<file path="src/design/rsm_pkg.sv">
// Package for the per-source rate meter: beat, slot and result types, constants.
// No dependencies; imported by every module of the block.
package rsm_pkg;

	localparam int ADDR_W    = 32;
	localparam int LEN_W     = 16;
	localparam int SEC_W     = 32;
	localparam int BYTES_W   = 40;
	localparam int PACKETS_W = 20;
	localparam int CFG_IDX_W = 4;
	localparam int CFG_DAT_W = 32;

	localparam logic [BYTES_W-1:0]   BYTES_MAX   = {BYTES_W{1'b1}};
	localparam logic [PACKETS_W-1:0] PACKETS_MAX = {PACKETS_W{1'b1}};

	localparam logic [31:0]          MAX_BYTES_RST   = 32'd1000000;
	localparam logic [PACKETS_W-1:0] MAX_PACKETS_RST = 20'd1000;

	// configuration register indexes
	localparam logic [CFG_IDX_W-1:0] CFG_MAX_BYTES   = 4'd0;
	localparam logic [CFG_IDX_W-1:0] CFG_MAX_PACKETS = 4'd1;

	typedef struct packed {
		logic [ADDR_W-1:0] src;
		logic [LEN_W-1:0]  len;
		logic [SEC_W-1:0]  sec;
	} rsm_item_t;

	typedef struct packed {
		logic [ADDR_W-1:0]    addr;
		logic [SEC_W-1:0]     second;
		logic [BYTES_W-1:0]   bytes;
		logic [PACKETS_W-1:0] packets;
	} rsm_slot_t;

	typedef struct packed {
		logic                 byte_alarm;
		logic                 packet_alarm;
		logic [BYTES_W-1:0]   bytes;
		logic [PACKETS_W-1:0] packets;
		logic                 table_full;
	} rsm_result_t;

	typedef struct packed {
		logic [31:0]          max_bytes;
		logic [PACKETS_W-1:0] max_packets;
	} rsm_cfg_t;

	// front-to-back queue handshake
	typedef struct packed {
		logic      valid;
		rsm_item_t item;
	} rsm_queue_t;

	typedef enum logic [1:0] {
		ST_IDLE,
		ST_SCAN,
		ST_DECIDE
	} rsm_state_t;

endpackage

</file>
<file path="src/design/rsm_front.sv">
// Front end of the rate meter: input beat intake and a two-entry queue.
// Depends on rsm_pkg.
module rsm_front (
	input  logic                          clk,
	input  logic                          arst_n,
	input  logic                          in_valid,
	output logic                          in_stall,
	input  logic [rsm_pkg::ADDR_W-1:0]    source_address,
	input  logic [rsm_pkg::LEN_W-1:0]     packet_bytes,
	input  logic [rsm_pkg::SEC_W-1:0]     current_second,
	output rsm_pkg::rsm_queue_t           queue,
	input  logic                          pop
);
	import rsm_pkg::*;

	rsm_item_t  fifo_q [2];
	logic       wr_ptr_q;
	logic       rd_ptr_q;
	logic [1:0] count_q;
	logic       push;
	logic       do_pop;

	assign in_stall = (count_q == 2'd2);
	assign push     = in_valid && !in_stall;
	assign do_pop   = pop && (count_q != 2'd0);

	assign queue.valid = (count_q != 2'd0);
	assign queue.item  = fifo_q[rd_ptr_q];

	always_ff @(posedge clk) begin
		if (push) begin
			fifo_q[wr_ptr_q] <= '{src: source_address, len: packet_bytes, sec: current_second};
		end
	end

	always_ff @(posedge clk or negedge arst_n) begin
		if (!arst_n) begin
			wr_ptr_q <= 1'b0;
			rd_ptr_q <= 1'b0;
			count_q  <= 2'd0;
		end else begin
			if (push) begin
				wr_ptr_q <= ~wr_ptr_q;
			end
			if (do_pop) begin
				rd_ptr_q <= ~rd_ptr_q;
			end
			unique case ({push, do_pop})
				2'b10:   count_q <= count_q + 2'd1;
				2'b01:   count_q <= count_q - 2'd1;
				default: count_q <= count_q;
			endcase
		end
	end

endmodule

</file>
<file path="config.mk">
export PLATFORM = sky130hd
export DESIGN_NAME = rsm_front
export DESIGN_NICKNAME = d
export VERILOG_FILES = /design/src/design/rsm_pkg.sv /design/src/design/rsm_front.sv
export SDC_FILE = /design/constraint.sdc
export NUM_CORES = 1
export LEC_CHECK = 0
export ABC_CLOCK_PERIOD_IN_PS = 14200
export BUFFER_PORTS_ARGS = -buffer_cell sky130_fd_sc_hd__clkbuf_2
export CORE_AREA = 2 2 135 137
export DETAILED_ROUTE_END_ITERATION = 10
export DIE_AREA = 0 0 137 139
export GPL_TIMING_DRIVEN = 0
export HOLD_SLACK_MARGIN = 0.05
export PLACE_DENSITY = 0.6
export RECOVER_POWER = 25
export SLEW_MARGIN = 5
export SYNTH_ARGS = -nofsm -noshare
export SYNTH_HDL_FRONTEND = slang
export SYNTH_SLANG_ARGS = --single-unit
export TNS_END_PERCENT = 100
</file>
<file path="constraint.sdc">
create_clock -name clk -period 14.2 [get_ports clk]
set_clock_uncertainty 0.1 [all_clocks]
set_input_delay 4.26 -clock clk [delete_from_list [all_inputs] [get_ports clk]]
set_output_delay 4.26 -clock clk [all_outputs]
set_load 0.01 [all_outputs]
</file>
# After elaboration in Yosys (flattened, before gate mapping)
# Memory sizes are Yosys's and may differ from the RTL's.
# Index checks and enable logic that the tools add are counted.
# op_classes
reduce_logical,5
order_cmp,0
bitwise,2
mul,0
eq_ne,3
n_mux,3
shift,0
addsub,2
div_mod_pow,0
# op_table
operator,n
$eq 2x2->1 const B,2
$pmux 2 s2,1
$reduce_bool 2->1,2
$add 2x1->2 const B,1
$eq 2x1->1 const B,1
$logic_and 1x1->1,2
$mux 1,2
$not 1->1,2
$sub 2x1->2 const B,1
$logic_not 1->1,1
# word_totals
ff_bits,4
mem_bits_rw,160
output_inout_bits,82
n_memories,1
mem_bits_ro,0
latchBits,0
input_bits,84
word_cells,19
# memory_table
memory,words,width,rd,rd_ports_with_merged_regs,write_ports,line_no,text
fifo_q,2,80,1,0,1,rsm_front.sv:16,rsm_item_t fifo_q [2];

# Longest topological paths before layout
# logic_depth
word_depth,5
mapped_depth,6
depth_no_buf,6

# Worst setup path before layout
# OpenSTA, ideal clock, no wires.
# synth_timing
kind,input port to flip-flop
from,in in_valid
to,"mem fifo_q[0][0] (netlist bit), enable pin"
arrival_ns,7.691
stages,2
path_buffers,0
required_time_ns,13.581
slack_ns,5.890
path_cell_list,nand2_1 > nor2_1
# synth_between
elab_chain_cells,3
# synth_lines
element,line_no,text
from (decl),rsm_front.sv:6,"input logic in_valid,"
$logic_and 1x1->1,rsm_front.sv:24,assign push = in_valid && !in_stall;
$mux 1,rsm_front.sv:31,if (push) begin
$mux 1 (implied by the code),rsm_front.sv:32,"fifo_q[wr_ptr_q] <= '{src: source_address, len: packet_bytes, sec: current_second};"
to (decl),rsm_front.sv:16,
# No other way between the ends.

==> reports/results.tsv <==
metric	value	unit
status	finished, final reports clean	
num_vias	3050	
antenna_found_initial	0	
wl_per_cell	15.9	um
slew_headroom	61.2	%
ir_drop	0.000138	V
cts_repair_resize_count	0	
final_nets	540	
die_area	0.0190	mm^2
gr-usage-all-layers	11.7	%
yosys.cell_count.top_type	edfxtp_1	
grt_overflow	0	
total_power	1.57	mW
die_x	137	um
cp-start-kind	flop	
ctsHoldBuffers	0	
async_reset_ff_share	2.44	%
cts_buffers	17	
synth_cells	267	
syn_nets	352	
slowest_delay	0.35	ns
clock_sinks	164	
wl	11.0	mm
areaGrowthSynthToFinish	27.8	%
tns	0	ns
synth_area	0.00603	mm^2
ios	166	
cts_root_buf	clkbuf_16	
cts_setup_buffers	0	
synth_edf_count	160	
grt_start_max_net_pins	44	
power_density	204	mW/mm^2
worst_ep_arrival_time	1.63	ns
drt-initial-drc-count	110	
start_util	34.1	%
yosysWarnings	0	
tightest_slew	0.582	ns
cp.required	9.84	ns
crit_fanout	10	
yosysUniqueCellTypes	15	
ys.flop_type	edfxtp_1	
ant_nets	0	
antenna_cells	0	
crit_type	reg -> out	
num_rows	49	
drive_above_1_share	54.7	%
worstSkewPairLatency	0.41	ns
place.gp.congestion	0.691	
cts_tree	built	
grt_pass1_wl	16.6	mm
coreArea	0.0177	mm^2
fmax	167	MHz
netlist.area_leader.share	79.7	%
hold_viol	0	
die-height	139	um
hold_class	reg -> reg	
clock_path_buffers	2	
synth.area.top_cells	edfxtp_1 80%, mux2_2 15%, clkbuf_8 1.8%, dfrtp_1 1.7%, xnor2_1 0.44%	
yosysTopAreaCell	edfxtp_1	
drtPass1Iterations	4	
dp.final_hpwl	7.43	mm
endpoint_kind	primary output	
port_buffers	165	
cts.htree.levels	4	
finalMaxSlewViolations	0	
viasPerCell	4.39	
yosys-top-cells-count	160 x edfxtp_1, 80 x mux2_2, 8 x clkbuf_8	
fin_crit_sh	42.2	%
path_cells	buf_6, clkbuf_8, mux2_2, clkbuf_2	
syn_avg_cell_area	22.6	um^2
synth-seq-area-share	81.4	%
path_clk_slew	0.06	ns
critPathSlowestCell	mux2_2	
fin_crit	5.99	ns
route.detailed.drc	0	
final_util	43.6	%
rsz0062_at_grt	false	
drv_cap	0	
yosys_register_bits	164	
finalSetupViolCount	0	
power.leakage	2.83	nW
grt_pass1_vias	3218	
-- routing by layer --
metal	GRT usage (%)	share of wire, %	vias to the layer above
met5	0	0	-
met4	5.05	1.6	0
met3	4.24	6.9	13
met2	19.4	50	98
met1	13.6	42	1510
li1	-	-	1429
-- layout make-up --
class / instances / area (um^2)
Fill cell: 1625 / 9950
Sequential cell: 164 / 4900
Tap cell: 229 / 287
Clock inverter: 13 / 70.1
Buffer: 9 / 121
Clock buffer: 17 / 425
Inverter: 1 / 3.75
Timing Repair Buffer: 169 / 882
Multi-Input combinational cell: 93 / 1010
-- path summary, 6_finish.rpt --
check                           start            to  slack, ns  depth (start not counted)
setup / recovery             rd_ptr_q     queue[23]       8.21                          4
hold / removal             count_q[1]    count_q[1]       0.39                          1
setup reg to reg           count_q[0]  fifo_q[0][2]      12.25                          5
hold reg to reg            count_q[1]    count_q[1]       0.39                          1
max in group asynchronous      arst_n    count_q[1]      10.23                          1
min in group asynchronous      arst_n      wr_ptr_q       3.57                          1
-- report_power, final --
group	total [mW]	internal (mW)	leakage (nW)	switching [mW]
registers	0.685	0.661	1.53	0.0237
clock network	0.390	0.217	0.238	0.174
logic	0.498	0.239	1.06	0.260
total	1.57	1.12	2.83	0.457
-- critical path: cells and delay by family (launching register included) --
kind                   cells  cell delay [ns]
muxes                      1             0.35
buffers and inverters      3             0.52
DFF                        1             0.34
-- through the flow --
stage	setup slack (ns)	instance area, um^2	hold slack, ns	std cells
2_1_floorplan	5.89	6030	0.356	267
3_3_place_gp	3.77	7140	0.378	661
3_5_place_dp	8.45	7250	0.385	665
4_1_cts	8.16	7740	0.398	695
5_1_grt	8.11	7700	0.416	695
6_report	8.21	7700	0.395	695
-- cell usage in the layout (no fill, tap or decap), types with 2 or more instances in the layout --
| cell | synthesis | routed |
|---|---|---|
| edfxtp_1 | 160 | 160 |
| clkbuf_2 | 0 | 134 |
| mux2_2 | 80 | 80 |
| clkbuf_1 | 0 | 31 |
| clkbuf_16 | 0 | 17 |
| clkbuf_8 | 8 | 8 |
| clkinv_1 | 0 | 5 |
| clkinv_2 | 0 | 4 |
| dfrtp_1 | 4 | 4 |
| xnor2_1 | 3 | 3 |
| clkinvlp_4 | 0 | 3 |
| xor2_1 | 2 | 2 |
| buf_12 | 0 | 2 |
| buf_16 | 0 | 2 |
-- sequential cells by signal, summed over array words and instances (netlist names) --
signal and cells:
fifo_q 160, count_q 2, rd_ptr_q 1, wr_ptr_q 1
-- kinds of logic (layout without fill, tap and decap cells) --
| family | count (synthesis) | count (layout) | synth area share, % |
|---|---|---|---|
| xor gates and xnor gates | 5 | 5 | 0.727 |
| DFF | 164 | 164 | 81.4 |
| and+or+nand+nor | 7 | 7 | 0.644 |
| muxes | 80 | 80 | 15.0 |
| adders and majority gates | 1 | 1 | 0.208 |
| buffers and inverters | 10 | 209 | 2.08 |
(Power assumes the default switching activity.)
